### config.mk
export PLATFORM = sky130hd
export DESIGN_NAME = platoon_gap_and_steering_controller_unit
export DESIGN_NICKNAME = d
export VERILOG_FILES = /design/src/sv/pgsc_pkg.sv /design/src/sv/platoon_gap_and_steering_controller_unit.sv
export SDC_FILE = /design/constraint.sdc
export NUM_CORES = 2
export LEC_CHECK = 0
export BUFFER_PORTS_ARGS = -buffer_cell sky130_fd_sc_hd__buf_2
export CORE_MARGIN = 1.5
export CORE_UTILIZATION = 45
export DETAILED_ROUTE_END_ITERATION = 7
export GPL_TIMING_DRIVEN = 1
export PLACE_DENSITY_LB_ADDON = 0.2
export SYNTH_ARGS = -nofsm -noshare
export SYNTH_HDL_FRONTEND = slang
export SYNTH_SLANG_ARGS = --single-unit
### constraint.sdc
create_clock -name clock -period 6.27 [get_ports clock]
set_clock_uncertainty 0.1 [all_clocks]
set_input_delay 0.3135 -clock clock [delete_from_list [all_inputs] [get_ports clock]]
set_output_delay 0.3135 -clock clock [all_outputs]
set_load 0.05 [all_outputs]
### src/sv/pgsc_pkg.sv
package pgsc_pkg;

   // Fixed field widths.
   localparam int GAP_W   = 15;
   localparam int SIG_W   = 16;
   localparam int GAIN_W  = 16;
   localparam int DT_W    = 16;
   localparam int CSR_AW  = 3;
   localparam int CSR_DW  = 16;
   // Angular demand after rounding fits in this many bits.
   localparam int WRAW_W  = 24;
   // Width of the rate demand clamp applied before the curvature product.
   localparam int DCLAMP_W = 42;

   typedef enum logic [2:0] {
      CSR_TARGET_GAP   = 3'd0,
      CSR_GAP_GAIN     = 3'd1,
      CSR_SPEED_GAIN   = 3'd2,
      CSR_FF_GAIN      = 3'd3,
      CSR_STEER_GAIN   = 3'd4,
      CSR_MAX_LINEAR   = 3'd5,
      CSR_MAX_ANGULAR  = 3'd6,
      CSR_CURV_LIMIT   = 3'd7
   } csr_index_type;

   typedef enum logic [2:0] {
      S_IDLE,
      S_LOAD,
      S_MUL,
      S_POST,
      S_OUT
   } state_type;

   typedef enum logic [2:0] {
      OP_GAP   = 3'd0,
      OP_SPD   = 3'd1,
      OP_KP    = 3'd2,
      OP_KV    = 3'd3,
      OP_FF    = 3'd4,
      OP_STEER = 3'd5,
      OP_CURV  = 3'd6,
      OP_CD    = 3'd7
   } op_type;

endpackage

### src/sv/platoon_gap_and_steering_controller_unit.sv
// Platoon gap and steering controller.
//
// One item on the req_ channel carries a control tick: the measured gap, own
// and lead speed, the bearing to the vehicle ahead and the elapsed time. The
// block answers every item with exactly one item on the rsp_ channel holding
// the linear and angular commands and two flags. Both channels use valid and
// stall; an item moves at a clock edge with valid high and stall low.
//
// All eight products of a tick go through one shared bit-serial multiplier.
// Each product passes through a load state, a multiply state that consumes the
// 16-bit gain or time operand one bit at a time, and a state of rounding and
// accumulation. A new item is taken only once the block has returned to idle,
// after the previous result has been written into the output register.
//
// The result sits in an output register; the block accepts the next item
// while that result is still stalled, and only holds its final write back
// until the register is free. The user must write gains and limits via the csr_
// port only while the block is idle; the block does not enforce it. Synchronous
// reset restores the default gains and limits and clears both integrators.
module platoon_gap_and_steering_controller_unit #(
   parameter int INTEGRATOR_WIDTH = 32
) (
   input  logic                              clock,
   input  logic                              reset,
   input  logic                              csr_write_enable,
   input  logic [pgsc_pkg::CSR_AW-1:0]       csr_index,
   input  logic [pgsc_pkg::CSR_DW-1:0]       csr_write_data,
   input  logic                              req_valid,
   output logic                              req_stall,
   input  logic [pgsc_pkg::GAP_W-1:0]        req_measured_gap,
   input  logic signed [pgsc_pkg::SIG_W-1:0] req_own_speed,
   input  logic signed [pgsc_pkg::SIG_W-1:0] req_lead_speed,
   input  logic signed [pgsc_pkg::SIG_W-1:0] req_bearing,
   input  logic [pgsc_pkg::DT_W-1:0]         req_elapsed_time,
   output logic                              rsp_valid,
   input  logic                              rsp_stall,
   output logic [pgsc_pkg::GAP_W-1:0]        rsp_linear_cmd,
   output logic signed [pgsc_pkg::SIG_W-1:0] rsp_angular_cmd,
   output logic                              rsp_linear_saturated,
   output logic                              rsp_curvature_limited
);
   import pgsc_pkg::*;

   localparam int IW      = INTEGRATOR_WIDTH;
   // Speed demand: three rounded Q8.8 products summed.
   localparam int DEM_W   = IW + 10;
   localparam int MCAND_W = (DEM_W > DCLAMP_W) ? DEM_W : DCLAMP_W;
   localparam int PW      = MCAND_W + GAIN_W + 1;
   localparam int BIT_CW  = $clog2(GAIN_W);

   localparam logic signed [PW-1:0] HALF16 = PW'(1) <<< 15;
   localparam logic signed [PW-1:0] HALF8  = PW'(1) <<< 7;
   localparam logic signed [PW-1:0] INT_MAX = (PW'(1) <<< (IW - 1)) - PW'(1);
   localparam logic signed [PW-1:0] INT_MIN = -(PW'(1) <<< (IW - 1));
   localparam logic signed [MCAND_W-1:0] D_MAX = MCAND_W'(1) <<< 40;
   localparam logic signed [PW-1:0] SIG_MAX = (PW'(1) <<< (SIG_W - 1)) - PW'(1);
   localparam logic signed [PW-1:0] SIG_MIN = -(PW'(1) <<< (SIG_W - 1));

   // Configuration registers.
   logic [GAP_W-1:0]  target_gap_ff, max_linear_ff, max_angular_ff;
   logic [GAIN_W-1:0] gap_gain_ff, speed_gain_ff, ff_gain_ff, steer_gain_ff, curv_limit_ff;

   // Captured item.
   logic [GAP_W-1:0]        gap_ff;
   logic signed [SIG_W-1:0] own_ff, lead_ff, bear_ff;
   logic [DT_W-1:0]         dt_ff;

   // Sequencer and serial multiplier.
   state_type state_ff, state_in;
   op_type    op_ff, op_in;
   logic [BIT_CW-1:0] bit_ff, bit_in;
   logic signed [MCAND_W-1:0] mcand_ff, mcand_in;
   logic [GAIN_W-1:0] mplier_ff, mplier_in;
   logic signed [PW-1:0] acc_ff, acc_in;

   // Working values.
   logic signed [IW-1:0]     gi_ff, gi_in, si_ff, si_in;
   logic signed [DEM_W-1:0]  dem_ff, dem_in;
   logic signed [WRAW_W-1:0] wraw_ff, wraw_in;
   logic [GAP_W-1:0]         lin_ff, lin_in;
   logic                     lsat_ff, lsat_in, curv_ff, curv_in;
   logic signed [SIG_W-1:0]  w_ff, w_in;

   // Result register.
   logic                    rv_ff, rv_in;
   logic [GAP_W-1:0]        rlin_ff;
   logic signed [SIG_W-1:0] rw_ff;
   logic                    rlsat_ff, rcurv_ff;
   logic                    load_out;

   logic                     accept;
   logic signed [PW-1:0]     r16, r8, isum, absw_sh;
   logic signed [MCAND_W-1:0] dem_ext, d_clamped;
   logic signed [SIG_W:0]    gap_err;
   logic signed [SIG_W:0]    spd_err;
   logic signed [WRAW_W-1:0] abs_w;
   logic signed [WRAW_W-1:0] max_ang_s;

   assign accept    = req_valid && !req_stall;
   assign req_stall = (state_ff != S_IDLE);

   always_ff @(posedge clock) begin
      if (reset) begin
         target_gap_ff <= GAP_W'(2048);
         gap_gain_ff   <= GAIN_W'(804);
         speed_gain_ff <= GAIN_W'(3558);
         ff_gain_ff    <= GAIN_W'(296);
         steer_gain_ff <= GAIN_W'(64);
         max_linear_ff <= GAP_W'(901);
         max_angular_ff <= GAP_W'(11633);
         curv_limit_ff <= GAIN_W'(1280);
      end else if (csr_write_enable) begin
         unique case (csr_index_type'(csr_index))
            CSR_TARGET_GAP:  target_gap_ff  <= csr_write_data[GAP_W-1:0];
            CSR_GAP_GAIN:    gap_gain_ff    <= csr_write_data;
            CSR_SPEED_GAIN:  speed_gain_ff  <= csr_write_data;
            CSR_FF_GAIN:     ff_gain_ff     <= csr_write_data;
            CSR_STEER_GAIN:  steer_gain_ff  <= csr_write_data;
            CSR_MAX_LINEAR:  max_linear_ff  <= csr_write_data[GAP_W-1:0];
            CSR_MAX_ANGULAR: max_angular_ff <= csr_write_data[GAP_W-1:0];
            CSR_CURV_LIMIT:  curv_limit_ff  <= csr_write_data;
            default: ;
         endcase
      end
   end

   always_ff @(posedge clock) begin
      if (accept) begin
         gap_ff  <= req_measured_gap;
         own_ff  <= req_own_speed;
         lead_ff <= req_lead_speed;
         bear_ff <= req_bearing;
         dt_ff   <= req_elapsed_time;
      end
   end

   always_ff @(posedge clock) begin
      if (reset) begin
         state_ff <= S_IDLE;
         op_ff    <= OP_GAP;
         bit_ff   <= '0;
         gi_ff    <= '0;
         si_ff    <= '0;
         rv_ff    <= 1'b0;
      end else begin
         state_ff <= state_in;
         op_ff    <= op_in;
         bit_ff   <= bit_in;
         gi_ff    <= gi_in;
         si_ff    <= si_in;
         rv_ff    <= rv_in;
      end
   end

   always_ff @(posedge clock) begin
      mcand_ff  <= mcand_in;
      mplier_ff <= mplier_in;
      acc_ff    <= acc_in;
      dem_ff    <= dem_in;
      wraw_ff   <= wraw_in;
      lin_ff    <= lin_in;
      lsat_ff   <= lsat_in;
      curv_ff   <= curv_in;
      w_ff      <= w_in;
      if (load_out) begin
         rlin_ff  <= lin_ff;
         rw_ff    <= w_ff;
         rlsat_ff <= lsat_ff;
         rcurv_ff <= curv_ff;
      end
   end

   // Post-processing arithmetic on the finished product, and the operands prepared for loading.
   always_comb begin
      r16 = (acc_ff + HALF16) >>> 16;
      r8  = (acc_ff + HALF8) >>> 8;
      gap_err = $signed({2'b00, gap_ff}) - $signed({2'b00, target_gap_ff});
      spd_err = SIG_W'(0) + ((SIG_W+1)'(lead_ff) - (SIG_W+1)'(own_ff));
      dem_ext = MCAND_W'(dem_ff);
      if (dem_ext > D_MAX) begin
         d_clamped = D_MAX;
      end else if (dem_ext < -D_MAX) begin
         d_clamped = -D_MAX;
      end else begin
         d_clamped = dem_ext;
      end
      abs_w   = (wraw_ff < 0) ? -wraw_ff : wraw_ff;
      absw_sh = PW'(abs_w) <<< 8;
      max_ang_s = WRAW_W'({1'b0, max_angular_ff});
      if (op_ff == OP_GAP) begin
         isum = PW'(gi_ff) + r16;
      end else begin
         isum = PW'(si_ff) + r16;
      end
   end

   always_comb begin
      state_in  = state_ff;
      op_in     = op_ff;
      bit_in    = bit_ff;
      mcand_in  = mcand_ff;
      mplier_in = mplier_ff;
      acc_in    = acc_ff;
      gi_in     = gi_ff;
      si_in     = si_ff;
      dem_in    = dem_ff;
      wraw_in   = wraw_ff;
      lin_in    = lin_ff;
      lsat_in   = lsat_ff;
      curv_in   = curv_ff;
      w_in      = w_ff;
      rv_in     = rv_ff && rsp_stall;
      load_out  = 1'b0;

      unique case (state_ff)
         S_IDLE: begin
            if (accept) begin
               state_in = S_LOAD;
               op_in    = OP_GAP;
            end
         end
         S_LOAD: begin
            acc_in   = '0;
            bit_in   = '0;
            state_in = S_MUL;
            unique case (op_ff)
               OP_GAP:   begin mcand_in = MCAND_W'(gap_err);  mplier_in = dt_ff;         end
               OP_SPD:   begin mcand_in = MCAND_W'(spd_err);  mplier_in = dt_ff;         end
               OP_KP:    begin mcand_in = MCAND_W'(gi_ff);    mplier_in = gap_gain_ff;   end
               OP_KV:    begin mcand_in = MCAND_W'(si_ff);    mplier_in = speed_gain_ff; end
               OP_FF:    begin mcand_in = MCAND_W'(lead_ff);  mplier_in = ff_gain_ff;    end
               OP_STEER: begin mcand_in = MCAND_W'(bear_ff);  mplier_in = steer_gain_ff; end
               OP_CURV:  begin
                  mcand_in  = MCAND_W'({1'b0, lin_ff});
                  mplier_in = curv_limit_ff;
               end
               OP_CD:    begin mcand_in = d_clamped;          mplier_in = curv_limit_ff; end
               default: ;
            endcase
         end
         S_MUL: begin
            // Most significant multiplier bit first, one bit per cycle.
            acc_in    = (acc_ff <<< 1) + (mplier_ff[GAIN_W-1] ? PW'(mcand_ff) : PW'(0));
            mplier_in = mplier_ff << 1;
            bit_in    = bit_ff + BIT_CW'(1);
            if (bit_ff == BIT_CW'(GAIN_W - 1)) begin
               state_in = S_POST;
            end
         end
         S_POST: begin
            state_in = S_LOAD;
            op_in    = op_type'(op_ff + 3'd1);
            unique case (op_ff)
               OP_GAP, OP_SPD: begin
                  if (op_ff == OP_GAP) begin
                     gi_in = (isum > INT_MAX) ? IW'(INT_MAX) :
                             (isum < INT_MIN) ? IW'(INT_MIN) : IW'(isum);
                  end else begin
                     si_in = (isum > INT_MAX) ? IW'(INT_MAX) :
                             (isum < INT_MIN) ? IW'(INT_MIN) : IW'(isum);
                  end
               end
               OP_KP:        dem_in = DEM_W'(r8);
               OP_KV, OP_FF: dem_in = dem_ff + DEM_W'(r8);
               OP_STEER: begin
                  wraw_in = WRAW_W'(r8);
                  if (dem_ff > $signed(DEM_W'({1'b0, max_linear_ff}))) begin
                     lin_in  = max_linear_ff;
                     lsat_in = 1'b1;
                  end else if (dem_ff < 0) begin
                     lin_in  = '0;
                     lsat_in = 1'b1;
                  end else begin
                     lin_in  = GAP_W'(dem_ff);
                     lsat_in = 1'b0;
                  end
               end
               OP_CURV: begin
                  curv_in = (absw_sh > acc_ff);
                  if (wraw_ff > max_ang_s) begin
                     w_in = SIG_W'(max_ang_s);
                  end else if (wraw_ff < -max_ang_s) begin
                     w_in = SIG_W'(-max_ang_s);
                  end else begin
                     w_in = SIG_W'(wraw_ff);
                  end
               end
               OP_CD: begin
                  // The last product keeps its code while the result waits.
                  state_in = S_OUT;
                  op_in    = OP_CD;
                  if (curv_ff) begin
                     w_in = (r8 > SIG_MAX) ? SIG_W'(SIG_MAX) :
                            (r8 < SIG_MIN) ? SIG_W'(SIG_MIN) : SIG_W'(r8);
                  end
               end
               default: ;
            endcase
         end
         S_OUT: begin
            if (!rv_ff || !rsp_stall) begin
               load_out = 1'b1;
               rv_in    = 1'b1;
               state_in = S_IDLE;
               op_in    = OP_GAP;
            end
         end
         default: state_in = S_IDLE;
      endcase
   end

   assign rsp_valid             = rv_ff;
   assign rsp_linear_cmd        = rlin_ff;
   assign rsp_angular_cmd       = rw_ff;
   assign rsp_linear_saturated  = rlsat_ff;
   assign rsp_curvature_limited = rcurv_ff;

`ifndef SYNTHESIS
   a_accept_starts: assert property (@(posedge clock) disable iff (reset)
      accept |=> state_ff == S_LOAD && op_ff == OP_GAP)
      else $error("item accepted without starting the sequence");

   a_out_after_last: assert property (@(posedge clock) disable iff (reset)
      state_ff == S_OUT |-> op_ff == OP_CD)
      else $error("result stage reached before the last product");

   a_result_from_seq: assert property (@(posedge clock) disable iff (reset)
      $rose(rv_ff) |-> $past(state_ff == S_OUT))
      else $error("result appeared without a finished sequence");

   a_linear_bound: assert property (@(posedge clock) disable iff (reset)
      (state_ff == S_POST && op_ff == OP_CURV) |-> lin_ff <= max_linear_ff)
      else $error("linear command above its limit");
`endif

endmodule

# Word-level counts from Yosys, hierarchy flattened
# Index checks and enable logic that the tools add are counted.
dict set report word_totals {
  ff_bits 528
  input_bits 103
  out_inout_bits 35
}
dict set report classes {
  n_addsub 12
  n_lt_le_gt_ge 12
  n_eq_ne 23
  n_mux 34
  n_bitwise 1
  n_reduce_logical 33
}
# op n
set ops {}
lappend ops {{42-bit case mux with 8 select lines} 1}
lappend ops {{59-bit 2-to-1 mux} 2}
lappend ops {{59-bit case mux with 2 select lines} 1}
lappend ops {{16-bit case mux with 6 select lines} 1}
lappend ops {{32-bit by 43-bit adder with 44-bit output} 2}
lappend ops {{42-bit 2-to-1 mux} 2}
lappend ops {{42-bit case mux with 2 select lines} 1}
lappend ops {{16-bit 2-to-1 mux} 5}
lappend ops {{32-bit 2-to-1 mux} 2}
lappend ops {{16-bit case mux with 2 select lines} 2}
lappend ops {{59-bit by 17-bit adder with 59-bit output (second input constant)} 1}
lappend ops {{59-bit adder} 1}
lappend ops {{59-bit by 9-bit adder with 59-bit output (second input constant)} 1}
lappend ops {{32-bit by 59-bit greater-than comparator with 1-bit output} 1}
lappend ops {{59-bit by 32-bit greater-than comparator with 1-bit output (second input constant)} 1}
lappend ops {{59-bit by 32-bit less-than comparator with 1-bit output (second input constant)} 1}
lappend ops {{51-bit by 16-bit greater-than comparator with 1-bit output (second input constant)} 1}
lappend ops {{51-bit by 16-bit less-than comparator with 1-bit output (second input constant)} 1}
lappend ops {{42-bit adder} 1}
lappend ops {{42-bit by 16-bit greater-than comparator with 1-bit output} 1}
lappend ops {{42-bit greater-than comparator (second input constant)} 1}
lappend ops {{42-bit by 1-bit less-than comparator with 1-bit output (second input constant)} 1}
lappend ops {{42-bit by 41-bit less-than comparator with 1-bit output (second input constant)} 1}
lappend ops {{15-bit 2-to-1 mux} 2}
lappend ops {{30 further kinds} 81}

# Logic depth before layout (Yosys ltp)
dict set report depth {
  word_depth 6
  ltp_mapped 24
  mapped_depth_nobuf 19
}

# Worst setup path before layout
# No wires, ideal clock.
dict set report synth_timing {
  path_type {register to register}
  startpoint {register state_ff[0]}
  endpoint {register acc_ff[0], enable pin}
  setup_time_ns 0.429
  arrival_ns 5.666
  required_ns 5.741
  slack_ns 0.075
  stages_incl_launch_ff 6
  path_cell_list {dfxtp_1 -> clkbuf_1 -> inv_1 -> nor3_1 -> nor2_1 -> inv_1}
}
dict set report synth_between {
  elab_chain_len 2
  word_cells_on_any_way 3
  cone_classes {2 x eq/ne; 1 x reduce/logical}
}
# element line
set synth_lines {}
lappend synth_lines {{start, declared} platoon_gap_and_steering_controller_unit.sv:69} ;# state_type state_ff, state_in;
lappend synth_lines {{start signal, assigned} platoon_gap_and_steering_controller_unit.sv:146} ;# state_ff <= state_in;
lappend synth_lines {{3-bit by 2-bit equality test with 1-bit output / 3-bit by 1-bit equality test with 1-bit output (equally long branches)} platoon_gap_and_steering_controller_unit.sv:215} ;# unique case (state_ff)
lappend synth_lines {{2-bit nonzero test (no line) *} n/a}
lappend synth_lines {{end signal, assigned} platoon_gap_and_steering_controller_unit.sv:158} ;# acc_ff <= acc_in;
lappend synth_lines {{end, declared} platoon_gap_and_steering_controller_unit.sv:74} ;# logic signed [PW-1:0] acc_ff, acc_in;
# Mark *: on every way between the ends. The rest lies on a longest branch, timed or not.
# A chain may end at the register's enable or synchronous reset.

# Final worst setup path
dict set report layout_timing {
  startpoint {register acc_ff[16]}
  endpoint {register si_ff[10]}
}
dict set report layout_between {
  elab_chain_len 6
  word_cells_on_any_way 8
  cone_classes {3 x add/sub; 2 x order compare; 3 x mux}
}
# element line
set layout_lines {}
lappend layout_lines {{59-bit by 17-bit adder with 59-bit output *} platoon_gap_and_steering_controller_unit.sv:175} ;# r16 = (acc_ff + HALF16) >>> 16;
lappend layout_lines {{32-bit by 43-bit adder with 44-bit output, on equally long branches} {platoon_gap_and_steering_controller_unit.sv:193, platoon_gap_and_steering_controller_unit.sv:191}}
lappend layout_lines {{59-bit 2-to-1 mux *} platoon_gap_and_steering_controller_unit.sv:190} ;# if (op_ff == OP_GAP) begin
lappend layout_lines {{59-bit by 32-bit less-than comparator with 1-bit output} platoon_gap_and_steering_controller_unit.sv:260} ;# (isum < INT_MIN) ? IW'(INT_MIN) : IW'(isum);
lappend layout_lines {{32-bit 2-to-1 mux} platoon_gap_and_steering_controller_unit.sv:260}
lappend layout_lines {{32-bit 2-to-1 mux *} platoon_gap_and_steering_controller_unit.sv:259} ;# si_in = (isum > INT_MAX) ? IW'(INT_MAX) :
lappend layout_lines {{end signal, assigned} platoon_gap_and_steering_controller_unit.sv:150} ;# si_ff <= si_in;
lappend layout_lines {{end, declared} platoon_gap_and_steering_controller_unit.sv:77} ;# logic signed [IW-1:0] gi_ff, gi_in, si_ff, si_in;
# Marks and branches as above.

==> impl_metrics.csv <==
group,metric,value,unit
setup_path,required,6.65,ns
floorplanning,start_util,45.3,%
finish,n_antenna_cell,0,
sta,slew-limit-headroom,16.4,%
logic_synthesis,synth_compound_area_share,18.9,%
logic_synthesis,syn_area,35700,µm²
logic_synthesis,syn_nets,4418,
global_routing,grt_pass1_wl,180,mm
sta,rsz0062_at_grt,"false",
logic_synthesis,post-synth-top-count-cell,"nand2_1",
power,p_leak,0.0162,µW
logic_synthesis,yosysUniqueCellTypes,87,
sta,setup_tns,0,ns
logic_synthesis,synth_warnings,0,
route,viasPerCell,5.93,
clock_tree,cts_buffers,58,
global_routing,grt-ovfl-total,0,
logic_synthesis,synthAdderAreaFrac,10.3,%
sta,post-route-min-period,5.95,ns
route,drc,0,
logic_synthesis,syn_inst,4025,
placed_design,placed_cells,5119,
finish,drive_above_1_share,10.8,%
job,drv_cap,0,
global_routing,grt_antenna_before_repair,3,
finish,n_fill_cell,7313,
clock_tree,clkLatencyLatePin,0.68,ns
clock_tree,clock-root-buffer,"clkbuf_16",
logic_synthesis,synth_seq_area_share,38.9,%
clock_tree,cts_tree,"done",
logic_synthesis,avgSynthCellArea,8.86,µm²
setup_path,crit_arrival,6.32,ns
logic_synthesis,synth_top_area_share,27.6,%
setup_path,cp-start-kind,"flip-flop",
logic_synthesis,ys.flop_type,"edfxtp_1",
logic_synthesis,async_reset_ff_share,0,%
logic_synthesis,synth-edff-count,328,
setup_path,crit_type,"reg2reg",
setup_path,r2r_cells,19,
global_routing,track_usage,28.8,%
floorplanning,core_area,78700,µm²
route,drt_pass1_iterations,6,
finish,nets,4623,
placed_design,place_area,37800,µm²
route,antenna_left,0,
sta,worst_pin_slew,1.25,ns
min_path,hold_path_class,"in2reg",
clock_tree,clock-sinks,528,
global_routing,grt_max_degree,79,
power,power.density,245,nW/µm²
sta,hold_violations,0,
route,first_iter_violations,3167,
min_path,hold_depth,5,
finish,area_growth,14.4,%
floorplanning,die_w,284,µm
route,routed-via-count,31600,
global_routing,grt_pass1_vias,29300,
floorplanning,rows,103,
finish,fin_area,40800,µm²
logic_synthesis,yosys.area.top_type,"edfxtp_1",
logic_synthesis,synth-seq-cells,528,
logic_synthesis,synth_top_family_by_area,"simple AND/OR/NAND/NOR gates",
clock_tree,htreeDepth,2,
route,wl_per_cell,22.5,µm
finish,fin_cells,5329,
sta,setup_viol,0,
route,wl,120,mm
clock_tree,cts.clk_slew.worst_paths,0.07,ns
placed_design,dp_hpwl,88.9,mm
setup_path,path_max_fanout,31,
floorplanning,die_height,284,µm
logic_synthesis,synth_xor_area_share,6.51,%
placed_design,portBuffers,137,
logic_synthesis,synth-simple-area-share,19.3,%
power,ir_drop,0.254,mV
sta,fin_crit_sh,94.9,%
placed_design,gp_congestion,0.998,
status,status,"complete, no violations",
floorplanning,die-area,80900,µm²
logic_synthesis,muxShareOfSynthArea,2.08,%
sta,maxSlewViolCount,0,
sta,fmax,168,MHz
setup_path,cp-end-kind,"flip-flop",
logic_synthesis,synthTopCellsByCount,"nand2_1, a21oi_1, edfxtp_1, nor2_1, ha_1",
clock_tree,cts_buffer_depth,3,
logic_synthesis,synthTopCellsByArea,"edfxtp_1, dfxtp_1, ha_1",
floorplanning,ios,138,
-- metrics by stage --
stage	total power [µW]	util (%)	worst slack (ns)	hold slack, ns
6_report	9990	51.8	0.322	0.163
3_5_place_dp	6330	48.0	0.271	0.305
3_3_place_gp	6330	48.0	0.363	0.303
4_1_cts	9960	51.8	0.173	0.121
2_1_floorplan	5620	-	0.0754	0.300
5_1_grt	10400	51.8	0.0299	0.177
-- report_power, final --
group	switching, µW	total, µW	internal (µW)
Combinational	1460	2340	877
Sequential	131	4040	3910
Clock	1560	3610	2050
-- layout by cell type, fill, tap and decap left out, types with 59 or more instances in the layout --
master         Yosys  final
xnor2_1          199    199
edfxtp_1         328    328
xor2_1            64     64
dlygate4sd3_1      0     99
ha_1             285    283
buf_2              7    136
nand2_1          567    567
and2_1            62     61
buf_4              3    104
dfxtp_1          200    200
clkbuf_16          0     59
nor3_1            62     59
a21oi_1          336    334
nand3_1           94     93
o21ai_0          217    217
nand4_1           88     88
inv_1            174    173
nor2_1           305    296
a21o_1           101    101
-- sequential cells by signal, indices dropped and copies added, names as in the netlist, 24 cells and up --
register,count
dem_ext,42
acc_ff,59
wraw_ff,24
mcand_ff,42
si_ff,32
gi_ff,32
-- path summary, 6_finish.rpt --
check | slack, ns | startpoint | end
setup / recovery | 0.32 | acc_ff[16] | si_ff[10]
hold / removal | 0.16 | csr_index[0] | target_gap_ff[8]
setup reg to reg | 0.32 | acc_ff[16] | si_ff[10]
hold reg to reg | 0.32 | w_ff[12] | rsp_angular_cmd[12]
-- layout make-up --
type / instances / area, µm² / share of cell area [%]
tap: 1050 / 1310 / 3.22
timing repair buffer: 340 / 2470 / 6.06
sequential: 528 / 13900 / 34.0
multi-input combinational: 3125 / 20500 / 50.3
clock inverter: 34 / 413 / 1.01
clock buffer: 75 / 1560 / 3.82
inverter: 177 / 666 / 1.63
-- metal layers --
| layer | vias to the layer above | GRT usage [%] | share of wire (%) |
|---|---|---|---|
| met2 | 1268 | 43.8 | 43 |
| li1 | 15000 | - | - |
| met4 | 6 | 8.92 | 3.1 |
| met1 | 15100 | 40.9 | 45 |
| met5 | - | 0 | 0.028 |
| met3 | 197 | 5.75 | 8.8 |
-- worst max-delay path: stages, from the launching register on --
cell and delay (ns):
edfxtp_1 0.45, ha_1 0.30, and3_1 0.22, nand3_1 0.18, or4_1 0.73, or4_4 0.55
xnor2_1 0.23, ha_1 0.29, buf_4 0.18, inv_1 0.14, o21bai_1 0.10, a21oi_1 0.26
or4b_2 0.63, a31o_2 0.28, nor4b_4 0.36, buf_4 0.18, a2111oi_4 0.06, buf_4 0.28
nor2_1 0.13, o21ai_0 0.08
-- cell families after synthesis --
family | Yosys count
mux | 68
xor+xnor | 264
fa+ha+maj | 290
buf+inv | 372
simple gates | 1447
flops | 528
compound gates | 1056
-- timing repair --
| item | CTS | global route |
|---|---|---|
| resized for setup | 0 | 5 |
| endpoints found under the hold margin | 205 | 0 |
| buffers inserted | 0 | 2 |
| setup endpoints to repair | 0 | 62 |
| hold buffers | 99 | 0 |
No activity file was read; power rests on OpenSTA's default activity.
